==> src/sv/prwc_pkg.sv <==
// Shared types and constants for the periodic release window counter.
package prwc_pkg;

  localparam int RECORD_BITS_DEF = 16;

  localparam logic [1:0] ST_OK       = 2'd0;
  localparam logic [1:0] ST_INVALID  = 2'd1;
  localparam logic [1:0] ST_CAPACITY = 2'd2;

  typedef struct packed {
    logic [63:0] window_start_ns;
    logic [63:0] window_end_ns;
    logic [63:0] release_period_ns;
    logic [15:0] records_per_release;
    logic        last_domain;
  } in_word_t;

  typedef struct packed {
    logic [63:0] domain_release_cnt;
    logic [63:0] domain_records;
    logic [1:0]  domain_status;
    logic [63:0] total_releases;
    logic [63:0] total_records;
    logic [1:0]  batch_status;
    logic        batch_done;
  } out_word_t;

  // controller -> datapath
  typedef struct packed {
    logic load;       // capture input word
    logic div_start;  // init divider for start / period
    logic div_end;    // init divider for end / period
    logic div_step;   // one restoring step
    logic save_first; // store ceil(start/period)
    logic save_stop;  // store ceil(end/period)
    logic mul_start;  // init multiplier
    logic mul_step;   // one multiply step
    logic finish;     // form result and update totals
  } prwc_cmd_t;

endpackage

==> src/sv/prwc_datapath.sv <==
// Datapath: shared bit-serial divider and multiplier, totals, result register.
module prwc_datapath #(
  parameter int RECORD_BITS = prwc_pkg::RECORD_BITS_DEF
) (
  input  logic                clk,
  input  logic                rst_n,
  input  prwc_pkg::in_word_t  in_word,
  input  prwc_pkg::prwc_cmd_t cmd,
  output prwc_pkg::out_word_t res
);

  // usable record bits: the input field is 16 bits wide
  localparam int RB_IN = (RECORD_BITS < 16) ? RECORD_BITS : 16;

  logic [63:0] start_r, end_r, period_r;
  logic [RECORD_BITS-1:0] rec_r;
  logic last_r;

  // restoring divider: rem 65 bits, quotient shifts in
  logic [64:0] rem_r, rem_nxt;
  logic [63:0] quo_r, quo_nxt;
  logic [63:0] first_r, stop_r;

  // shift-add multiplier of rel by rec, with overflow flag
  logic [63:0] macc_r, macc_nxt;
  logic [63:0] mcand_r, mcand_nxt;
  logic [RECORD_BITS-1:0] mplier_r, mplier_nxt;
  logic        movf_r, movf_nxt;
  logic        mhi_r, mhi_nxt; // mcand shifted past bit 63

  logic [64:0] trial;
  logic [64:0] madd;
  logic [63:0] quo_ceil;
  logic        rem_nz;

  logic [63:0] tot_rel_r, tot_rec_r;
  logic [1:0]  sticky_r;
  prwc_pkg::out_word_t res_r;

  assign res = res_r;

  always_comb begin
    trial   = {rem_r[63:0], quo_r[63]} - {1'b0, period_r};
    rem_nxt = rem_r;
    quo_nxt = quo_r;
    if (cmd.div_start) begin
      rem_nxt = '0;
      quo_nxt = start_r;
    end else if (cmd.div_end) begin
      rem_nxt = '0;
      quo_nxt = end_r;
    end else if (cmd.div_step) begin
      if (!trial[64]) begin
        rem_nxt = trial;
        quo_nxt = {quo_r[62:0], 1'b1};
      end else begin
        rem_nxt = {rem_r[63:0], quo_r[63]};
        quo_nxt = {quo_r[62:0], 1'b0};
      end
    end
  end

  assign rem_nz   = (rem_r != '0);
  assign quo_ceil = (rem_nz && quo_r != '1) ? quo_r + 64'd1 : quo_r;

  always_comb begin
    madd       = {1'b0, macc_r} + {1'b0, mcand_r};
    macc_nxt   = macc_r;
    mcand_nxt  = mcand_r;
    mplier_nxt = mplier_r;
    movf_nxt   = movf_r;
    mhi_nxt    = mhi_r;
    if (cmd.mul_start) begin
      macc_nxt   = '0;
      mcand_nxt  = stop_r - first_r;
      mplier_nxt = rec_r;
      movf_nxt   = 1'b0;
      mhi_nxt    = 1'b0;
    end else if (cmd.mul_step) begin
      if (mplier_r[0]) begin
        macc_nxt = madd[63:0];
        if (madd[64] || mhi_r) movf_nxt = 1'b1;
      end
      mhi_nxt    = mhi_r | mcand_r[63];
      mcand_nxt  = {mcand_r[62:0], 1'b0};
      mplier_nxt = mplier_r >> 1;
    end
  end

  logic        bad_order, bad_arg, bad_cnt;
  logic [63:0] d_rel, d_rec;
  logic [1:0]  d_st;
  logic [64:0] sum_rel, sum_rec;

  always_comb begin
    bad_order = start_r > end_r;
    bad_arg   = (period_r == '0) || (rec_r == '0);
    bad_cnt   = stop_r < first_r;
    d_rel = '0;
    d_rec = '0;
    d_st  = prwc_pkg::ST_OK;
    if (bad_order || bad_arg || bad_cnt) begin
      d_st = prwc_pkg::ST_INVALID;
    end else if (movf_r) begin
      d_st = prwc_pkg::ST_CAPACITY;
    end else begin
      d_rel = stop_r - first_r;
      d_rec = macc_r;
    end
    sum_rel = {1'b0, tot_rel_r} + {1'b0, d_rel};
    sum_rec = {1'b0, tot_rec_r} + {1'b0, d_rec};
  end

  always_ff @(posedge clk) begin
    rem_r    <= rem_nxt;
    quo_r    <= quo_nxt;
    macc_r   <= macc_nxt;
    mcand_r  <= mcand_nxt;
    mplier_r <= mplier_nxt;
    movf_r   <= movf_nxt;
    mhi_r    <= mhi_nxt;
    if (cmd.load) begin
      start_r  <= in_word.window_start_ns;
      end_r    <= in_word.window_end_ns;
      period_r <= in_word.release_period_ns;
      rec_r    <= RECORD_BITS'(in_word.records_per_release[RB_IN-1:0]);
      last_r   <= in_word.last_domain;
    end
    if (cmd.save_first) first_r <= quo_ceil;
    if (cmd.save_stop)  stop_r  <= quo_ceil;
  end

  always_ff @(posedge clk) begin
    logic [63:0] nrel, nrec;
    logic [1:0]  nst;
    nrel = tot_rel_r;
    nrec = tot_rec_r;
    nst  = sticky_r;
    if (!rst_n) begin
      tot_rel_r <= '0;
      tot_rec_r <= '0;
      sticky_r  <= prwc_pkg::ST_OK;
    end else if (cmd.finish) begin
      if (sticky_r == prwc_pkg::ST_OK) begin
        if (d_st != prwc_pkg::ST_OK) begin
          nst = bad_order ? prwc_pkg::ST_INVALID : prwc_pkg::ST_CAPACITY;
        end else if (sum_rel[64] || sum_rec[64]) begin
          nst = prwc_pkg::ST_CAPACITY;
        end else begin
          nrel = sum_rel[63:0];
          nrec = sum_rec[63:0];
        end
      end
      res_r.domain_release_cnt <= d_rel;
      res_r.domain_records     <= d_rec;
      res_r.domain_status      <= d_st;
      res_r.total_releases     <= nrel;
      res_r.total_records      <= nrec;
      res_r.batch_status       <= nst;
      res_r.batch_done         <= last_r;
      if (last_r) begin
        tot_rel_r <= '0;
        tot_rec_r <= '0;
        sticky_r  <= prwc_pkg::ST_OK;
      end else begin
        tot_rel_r <= nrel;
        tot_rec_r <= nrec;
        sticky_r  <= nst;
      end
    end
  end

endmodule

==> src/sv/prwc_ctrl.sv <==
// Controller: sequences the two divisions, the multiply and the output handshake.
module prwc_ctrl #(
  parameter int RECORD_BITS = prwc_pkg::RECORD_BITS_DEF
) (
  input  logic                clk,
  input  logic                rst_n,
  input  logic                in_valid,
  output logic                in_stall,
  output logic                out_valid,
  input  logic                out_stall,
  output prwc_pkg::prwc_cmd_t cmd
);

  localparam logic [2:0] S_IDLE  = 3'd0;
  localparam logic [2:0] S_DIVA  = 3'd1;
  localparam logic [2:0] S_DIVB  = 3'd2;
  localparam logic [2:0] S_MUL   = 3'd3;
  localparam logic [2:0] S_FIN   = 3'd4;
  localparam int CW = (RECORD_BITS > 64) ? $clog2(RECORD_BITS + 1) : 7;

  logic [2:0]    state_r, state_nxt;
  logic [CW-1:0] cnt_r, cnt_nxt;
  logic          ov_r, ov_nxt;
  logic          accept;

  assign in_stall  = (state_r != S_IDLE);
  assign accept    = in_valid && !in_stall;
  assign out_valid = ov_r;

  always_comb begin
    state_nxt = state_r;
    cnt_nxt   = cnt_r;
    ov_nxt    = ov_r && out_stall;
    cmd       = '0;
    unique case (state_r)
      S_IDLE: begin
        if (accept) begin
          cmd.load  = 1'b1;
          state_nxt = S_DIVA;
          cnt_nxt   = '0;
        end
      end
      S_DIVA: begin
        if (cnt_r == '0) begin
          cmd.div_start = 1'b1;
          cnt_nxt = CW'(1);
        end else if (cnt_r <= CW'(64)) begin
          cmd.div_step = 1'b1;
          cnt_nxt = cnt_r + CW'(1);
        end else begin
          cmd.save_first = 1'b1;
          cmd.div_end    = 1'b1;
          cnt_nxt   = CW'(1);
          state_nxt = S_DIVB;
        end
      end
      S_DIVB: begin
        if (cnt_r <= CW'(64)) begin
          cmd.div_step = 1'b1;
          cnt_nxt = cnt_r + CW'(1);
        end else begin
          cmd.save_stop = 1'b1;
          cnt_nxt   = '0;
          state_nxt = S_MUL;
        end
      end
      S_MUL: begin
        if (cnt_r == '0) begin
          cmd.mul_start = 1'b1;
          cnt_nxt = CW'(1);
        end else if (cnt_r <= CW'(RECORD_BITS)) begin
          cmd.mul_step = 1'b1;
          cnt_nxt = cnt_r + CW'(1);
        end else begin
          state_nxt = S_FIN;
        end
      end
      S_FIN: begin
        if (!ov_r || !out_stall) begin
          cmd.finish = 1'b1;
          ov_nxt     = 1'b1;
          state_nxt  = S_IDLE;
        end
      end
      default: state_nxt = S_IDLE;
    endcase
  end

  always_ff @(posedge clk) begin
    if (!rst_n) begin
      state_r <= S_IDLE;
      cnt_r   <= '0;
      ov_r    <= 1'b0;
    end else begin
      state_r <= state_nxt;
      cnt_r   <= cnt_nxt;
      ov_r    <= ov_nxt;
    end
  end

endmodule

==> src/sv/periodic_release_window_counter_unit.sv <==
// Top level of the periodic release window counter.
// Each word runs start/period, then end/period on the same divider, then the multiply.
// The single restoring divider (one bit a cycle) and the shift-add multiplier (one record
//   bit a cycle) limit throughput; no new word is taken until the last one has finished.
// The next input word is taken while a finished result still waits on out_stall.
// Reset (rst_n low, synchronous): totals and batch status cleared, no result held.
module periodic_release_window_counter_unit #(
  parameter int RECORD_BITS = prwc_pkg::RECORD_BITS_DEF
) (
  input  logic                clk,
  input  logic                rst_n,
  input  logic                in_valid,
  output logic                in_stall,
  input  prwc_pkg::in_word_t  in_data,
  output logic                out_valid,
  input  logic                out_stall,
  output prwc_pkg::out_word_t out_data
);

  // command bundle from the sequencer to the arithmetic
  prwc_pkg::prwc_cmd_t cmd;

  prwc_ctrl #(.RECORD_BITS(RECORD_BITS)) u_ctrl (
    .clk       (clk),
    .rst_n     (rst_n),
    .in_valid  (in_valid),
    .in_stall  (in_stall),
    .out_valid (out_valid),
    .out_stall (out_stall),
    .cmd       (cmd)
  );

  // divider, multiplier, running totals and the result register
  prwc_datapath #(.RECORD_BITS(RECORD_BITS)) u_dp (
    .clk     (clk),
    .rst_n   (rst_n),
    .in_word (in_data),
    .cmd     (cmd),
    .res     (out_data)
  );

endmodule

==> config.mk <==
export PLATFORM = sky130hd
export DESIGN_NAME = periodic_release_window_counter_unit
export DESIGN_NICKNAME = d
export VERILOG_FILES = /design/src/sv/prwc_pkg.sv /design/src/sv/prwc_datapath.sv /design/src/sv/prwc_ctrl.sv /design/src/sv/periodic_release_window_counter_unit.sv
export SDC_FILE = /design/constraint.sdc
export NUM_CORES = 2
export LEC_CHECK = 0
export ABC_AREA = 1
export CAP_MARGIN = 15
export CORE_ASPECT_RATIO = 1.2
export CORE_MARGIN = 5
export CORE_UTILIZATION = 49
export DETAILED_ROUTE_END_ITERATION = 10
export DONT_BUFFER_PORTS = 1
export SYNTH_ARGS = -nofsm -noshare
export SYNTH_HDL_FRONTEND = slang
export SYNTH_HIERARCHICAL = 1
export SYNTH_SLANG_ARGS = --single-unit
==> constraint.sdc <==
create_clock -name clk -period 12.4 [get_ports clk]
set_input_delay 1.86 -clock clk [delete_from_list [all_inputs] [get_ports clk]]
set_output_delay 1.86 -clock clk [all_outputs]
set_load 0.005 [all_outputs]
## After elaboration in Yosys (flattened, before gate mapping)

Cells that the tools add are included.

| word-level totals | value |
|---|---|
| flip-flop bits (word level) | 1014 |
| input port bits | 213 |
| output and inout bits | 263 |
| word-level logic and storage cells | 142 |

| cells by class | value |
|---|---|
| add/sub/neg operators | 7 |
| order comparisons | 4 |
| equality and inequality tests | 13 |
| multiplexer cells | 61 |
| bitwise operators | 1 |
| reduce and logical (&&, ||, !) cells | 29 |

Operators by type and width:

| kind | count |
|---|---|
| $mux W64 | 18 |
| $add A64 B64 Y65 | 3 |
| $mux W65 | 1 |
| $reduce_bool A65 Y1 | 1 |
| $sub A65 B64 Y65 | 1 |
| $add A64 B1 Y64 const B | 1 |
| $gt A64 B64 Y1 | 1 |
| $logic_not A64 Y1 | 1 |
| $lt A64 B64 Y1 | 1 |
| $ne A64 B64 Y1 const B | 1 |
| $sub A64 B64 Y64 | 1 |
| $mux W7 | 6 |
| $mux W16 | 2 |
| $pmux W7 S4 | 1 |
| $mux W3 | 8 |
| $mux W2 | 9 |
| $logic_not A16 Y1 | 1 |
| $pmux W3 S5 | 1 |
| $mux W1 | 14 |
| $ne A2 B2 Y1 const B | 5 |
| $add A7 B1 Y7 const B | 1 |
| $le A7 B5 Y1 const B | 1 |
| $le A7 B7 Y1 const B | 1 |
| $logic_not A7 Y1 | 1 |
| other kinds (19) | 34 |

## Depth between registers and ports, before layout

| logic depth | value |
|---|---|
| depth after elaboration | 11 |
| depth in mapped cells | 40 |
| mapped depth without buffers | 38 |

## Modules after synthesis

The synthesis kept the hierarchy.

Modules (own cells, without submodules):

| module | instances | cells an instance | area each (sq um) | sequential area each (sq um) |
|---|---|---|---|---|
| prwc_datapath | 1 | 8111 | 63562.2 | 27506.4 |
| prwc_ctrl | 1 | 145 | 889.6 | 220.2 |

## Worst setup path before layout

Ideal clock, no wire load.

| timing | value |
|---|---|
| path kind | input-to-reg |
| start point | input port in_valid |
| end point | register u_dp.end_r[0] (enable) |
| library setup time | 782 ps |
| arrival time | 10620 ps |
| path slack | 998 ps |
| cell stages on the path | 2 |
| buffers on the path | 0 |
| cells stage by stage | inv_1 -> nor2_1 |

RTL lines:

| what | line | text |
|---|---|---|
| start, declared | periodic_release_window_counter_unit.sv:12 | `input logic in_valid,` |
| end signal, assigned | prwc_datapath.sv:124 | `end_r <= in_word.window_end_ns;` |
| end, declared | prwc_datapath.sv:15 | `logic [63:0] start_r, end_r, period_r;` |

## Final worst setup path

| timing | value |
|---|---|
| start point | register u_dp.start_r[63] |
| end point | register u_dp.res_r, in the netlist u_dp/res[28], data pin |

| on the way | value |
|---|---|
| longest elaborated chain between the ends | 9 |

Ends and longest elaborated chain:

| what | line | text |
|---|---|---|
| start, declared | prwc_datapath.sv:15 |  |
| start signal, assigned | prwc_datapath.sv:123 | `start_r <= in_word.window_start_ns;` |
| $gt A64 B64 Y1 | prwc_datapath.sv:96 | `bad_order = start_r > end_r;` |
| $logic_or A1 B1 Y1 (2 in series) | prwc_datapath.sv:102 | `if (bad_order \|\| bad_arg \|\| bad_cnt) begin` |
| $mux W64 | prwc_datapath.sv:102 |  |
| named net u_dp.d_rel[7] | prwc_datapath.sv:91 | `logic [63:0] d_rel, d_rec;` |
| $add A64 B64 Y65 | prwc_datapath.sv:110 | `sum_rel = {1'b0, tot_rel_r} + {1'b0, d_rel};` |
| $logic_or A1 B1 Y1 | prwc_datapath.sv:147 | `end else if (sum_rel[64] \|\| sum_rec[64]) begin` |
| $mux W64 | prwc_datapath.sv:147 |  |
| $mux W64 | prwc_datapath.sv:145 | `if (d_st != prwc_pkg::ST_OK) begin` |
| $mux W64 | prwc_datapath.sv:144 | `if (sticky_r == prwc_pkg::ST_OK) begin` |
| end, declared | prwc_datapath.sv:38 | `prwc_pkg::out_word_t res_r;` |

The timed path passes the listed nets, and every way through them passes these cells.
A chain may end at the register's enable or synchronous reset.

==> run_results.csv <==
group,metric,value,unit
timing,min_period,7990,ps
synth,syn_area,0.0645,mm^2
timing,maxSlewHeadroom,24.8,%
routing,first_pass_iters,7,
synth,synth_area_per_cell,7.81,um^2
floorplan,die_y,407,um
setup_path,cp_num_buf_inv,4,
clocking,post_cts_buffers,0,
setup_path,required,12880,ps
job,drv_cap,0,
finish,drive_above_1_share,3.30,%
setup_path,crit_slowest_cell,"nand3_4",
finish,fillers,12501,
routing,vias,56047,
floorplan,chipWidth,341,um
clocking,clockBufferDepth,3,
placed_design,io_buffers,0,
global_routing,grt_max_degree,165,
timing,rsz0062_at_grt,"false",
clocking,ctsHoldBuffers,0,
synth,synth_ff_type,"edfxtp_1",
placed_design,gp_congestion,1.03,
routing,via_per_inst,5.61,
clocking,cts_buffers,105,
setup_path,cp-start-kind,"flip-flop",
synth,synth_top_family_by_area,"simple AND/OR/NAND/NOR gates",
power_and_ir_drop,peakVddDrop,0.000428,V
synth,synthCells,8256,
synth,ys_async_sr_fraction,0,%
synth,synthAdderAreaFrac,7.69,%
global_routing,grt_pass1_wl,328000,um
timing,fmax,125,MHz
timing,tightest_slew,1130,ps
global_routing,grt_pass1_vias,54736,
global_routing,grt_use_total,30.6,%
synth,synthTopCellsByArea,"edfxtp_1 35%, nand2_1 9.6%, dfxtp_1 8.4%",
timing,final_max_slew_viol_count,0,
synth,ys_ff_latch,1014,
power_and_ir_drop,leakagePower,28.7,nW
timing,finalWorstSetupSlack,4410,ps
clocking,htreeDepth,3,
global_routing,antenna_found_initial,9,
synth,synth-simple-area-share,23.4,%
timing,fin_setup_tns,0,ps
clocking,clkSinkCount,1014,
synth,synth_warnings,6,
setup_path,cpLargestDelayFamily,"simple AND/OR/NAND/NOR gates",
synth,synth_area_leader_cell,"edfxtp_1",
clocking,clk_pin_slew,60,ps
setup_path,cp_max_fo,66,
synth,synth_edf_count,742,
placed_design,hpwl,177000,um
routing,ant_nets,0,
floorplan,core,0.130,mm^2
hold_path,holdPathEnd,"u_dp/tot_rec_r[43]$_SDFFE_PN0P_",
setup_path,worst_ep_arrival_time,8470,ps
synth,synthXorXnorAreaFrac,4.13,%
clocking,cts.repair.resized,0,
clocking,tritoncts,"yes",
hold_path,hold_depth,2,
synth,yosys-mux-area-fraction,0,%
finish,syn2layout_area_growth,8.23,%
floorplan,rows,145,
setup_path,worstSetupEndpointType,"flip-flop",
synth,synth_seq_area_share,43.0,%
setup_path,ff2ff_path_depth,28,
timing,finalCritPeriodShare,64.4,%
setup_path,r2r-start,"u_dp/start_r[63]$_DFFE_PP_",
finish,final_nets,8811,
routing,drt-initial-drc-count,4482,
power_and_ir_drop,p_per_area,217,mW/mm^2
hold_path,hold_path.class,"flip-flop to flip-flop",
setup_path,r2r_end,"u_dp/res[28]$_DFFE_PP_",
routing,wl_per_cell,22.1,um
routing,route.detailed.drc,0,
global_routing,grt_overflow,0,
setup_path,path_common_cell,"nand2_1",
timing,final_hold_viol_count,0,
setup_path,cpPeakStageDelay,790,ps
clocking,clock-root-buffer,"clkbuf_16",
synth,syn_nets,8862,
synth,synth_cell_types,57,
setup_path,regToRegSetupSlack,4410,ps
timing,clock_skew,35.6,ps
synth,synth-compound-area-share,13.7,%
setup_path,path_class,"flip-flop to flip-flop",
clocking,clk_latency,730,ps
hold_path,min_from,"u_dp/tot_rec_r[43]$_SDFFE_PN0P_",
floorplan,die_area,0.139,mm^2
status,status,"finished clean",
floorplan,initial_core_util,49.4,%
placed_design,dp_worst_setup_slack,4440,ps
routing,wl,220000,um
timing,setup_viol,0,
floorplan,io_pins,476,
synth,synth_top_area_share,34.6,%
## state kept, by name, summed over array words and instances (netlist names)
| signal | flops |
|---|---|
| u_ctrl/cnt_r | 7 |
| u_dp/tot_rel_r | 64 |
| u_dp/end_r | 64 |
| u_ctrl/out_valid | 1 |
| u_dp/res | 261 |
| u_ctrl/state_r | 3 |
| u_dp/sticky_r | 2 |
| u_dp/quo_r | 64 |
| u_dp/tot_rec_r | 64 |
| u_dp/movf_r | 1 |
| u_dp/mcand_r | 64 |
| u_dp/start_r | 64 |
| u_dp/macc_r | 64 |
| u_dp/rem_r | 65 |
| u_dp/last_r | 1 |
| u_dp/rec_r | 16 |
| u_dp/mplier_r | 16 |
| u_dp/stop_r | 64 |
| u_dp/mhi_r | 1 |
| u_dp/period_r | 64 |
| u_dp/first_r | 64 |
## cell usage after synthesis, types with 5 or more instances
library cell and number:
nand2_1 1653, inv_1 1147, nor2_1 1008, a21oi_1 826, edfxtp_1 742, o21ai_0 505
nand3_1 458, ha_1 388, dfxtp_1 272, xnor2_1 152, xor2_1 152, clkbuf_1 123
and2_1 122, nor3_1 108, nand4_1 77, a21o_1 65, a31oi_1 65, nor4_1 64
o21bai_1 45, o21a_1 43, nand3b_1 32, buf_2 31, o211ai_1 26, buf_1 24
a21boi_0 17, buf_6 15, nor2_2 11, or2_2 10, nand2_2 9, inv_2 6
a211oi_1 5, a221oi_1 5, fa_1 5
## cell type report
| class | count | area (um^2) | area share [%] |
|---|---|---|---|
| Inverter | 1155 | 4350 | 6.24 |
| Clock buffer | 123 | 2770 | 3.97 |
| Tap cell | 1690 | 2110 | 3.03 |
| Antenna cell | 5 | 12.5 | 0.0179 |
| Timing Repair Buffer | 37 | 303 | 0.434 |
| Clock inverter | 75 | 895 | 1.28 |
| Sequential cell | 1014 | 27700 | 39.7 |
| Multi-Input combinational cell | 5892 | 31600 | 45.3 |
## tightest hold or removal path, stage by stage, from the launching register on
cell and delay, ps:
dfxtp_1 320, nand2_1 60, a21oi_1 50
## power by group
group | leakage (nW) | switching, mW | internal [mW]
Sequential | 9.08 | 0.474 | 4.80
Combinational | 17.8 | 4.72 | 1.84
Clock | 1.78 | 1.39 | 1.95
Total | 28.7 | 6.58 | 8.59
## worst max path at each step
stage / startpoint / to / slack, ps / depth (start not counted)
2_1_floorplan: in_valid / u_dp/end_r[0]$_DFFE_PP_ / 1000 / 2
3_3_place_gp: u_dp/start_r[63]$_DFFE_PP_ / u_dp/res[39]$_DFFE_PP_ / 4520 / 28
3_5_place_dp: u_dp/start_r[63]$_DFFE_PP_ / u_dp/res[38]$_DFFE_PP_ / 4440 / 29
4_1_cts: u_dp/start_r[63]$_DFFE_PP_ / u_dp/res[28]$_DFFE_PP_ / 4350 / 29
5_1_grt: u_dp/start_r[63]$_DFFE_PP_ / u_dp/res[27]$_DFFE_PP_ / 3910 / 26
6_report: u_dp/start_r[63]$_DFFE_PP_ / u_dp/res[28]$_DFFE_PP_ / 4410 / 28
## cells by family after synthesis
group	Yosys count
DFF	1014
buffers and inverters	1350
xor gates and xnor gates	304
AOI/OAI and AO/OA	1625
adders and majority gates	393
and+or+nand+nor	3570
## per-layer routing
layer,global-route usage [%],up-vias,wire length [um]
li1,-,27464,-
met1,36.2,26371,86900
met2,54.7,1753,110000
met3,3.70,453,10900
met4,15.6,6,12900
met5,0,-,39
## cells in the final DEF (no fill, tap or decap), types with 13 or more instances in the layout
| cell | instances |
|---|---|
| nor4_1 | 64 |
| dfxtp_1 | 272 |
| nand2_1 | 1652 |
| a31oi_1 | 65 |
| buf_4 | 35 |
| clkbuf_1 | 13 |
| clkbuf_16 | 107 |
| o21bai_1 | 45 |
| nor2_1 | 1000 |
| and2_1 | 122 |
| clkinv_2 | 19 |
| edfxtp_1 | 742 |
| o21ai_0 | 505 |
| clkinv_1 | 14 |
| xnor2_1 | 152 |
| nand4_1 | 77 |
| ha_1 | 387 |
| nand3_1 | 458 |
| o21a_1 | 43 |
| inv_1 | 1142 |
| a21oi_1 | 826 |
| a21boi_0 | 17 |
| a21o_1 | 65 |
| nand3b_1 | 32 |
| bufinv_16 | 16 |
| o211ai_1 | 26 |
| xor2_1 | 152 |
| nor3_1 | 108 |
## stage by stage
step / cell area [um^2] / std cells / utilization, % / hold WS [ps] / power (mW)
5_1_grt: 69700 / 9988 / 53.5 / 502 / 16.2
4_1_cts: 69700 / 9985 / 53.4 / 487 / 15.2
6_report: 69800 / 9991 / 53.5 / 485 / 15.2
3_5_place_dp: 66100 / 9787 / 50.6 / 477 / 11.8
2_1_floorplan: 64500 / 8256 / - / 437 / 9.65
3_3_place_gp: 66100 / 9787 / 50.6 / 472 / 11.7
Note: power is estimated with default switching activity, not from simulation.
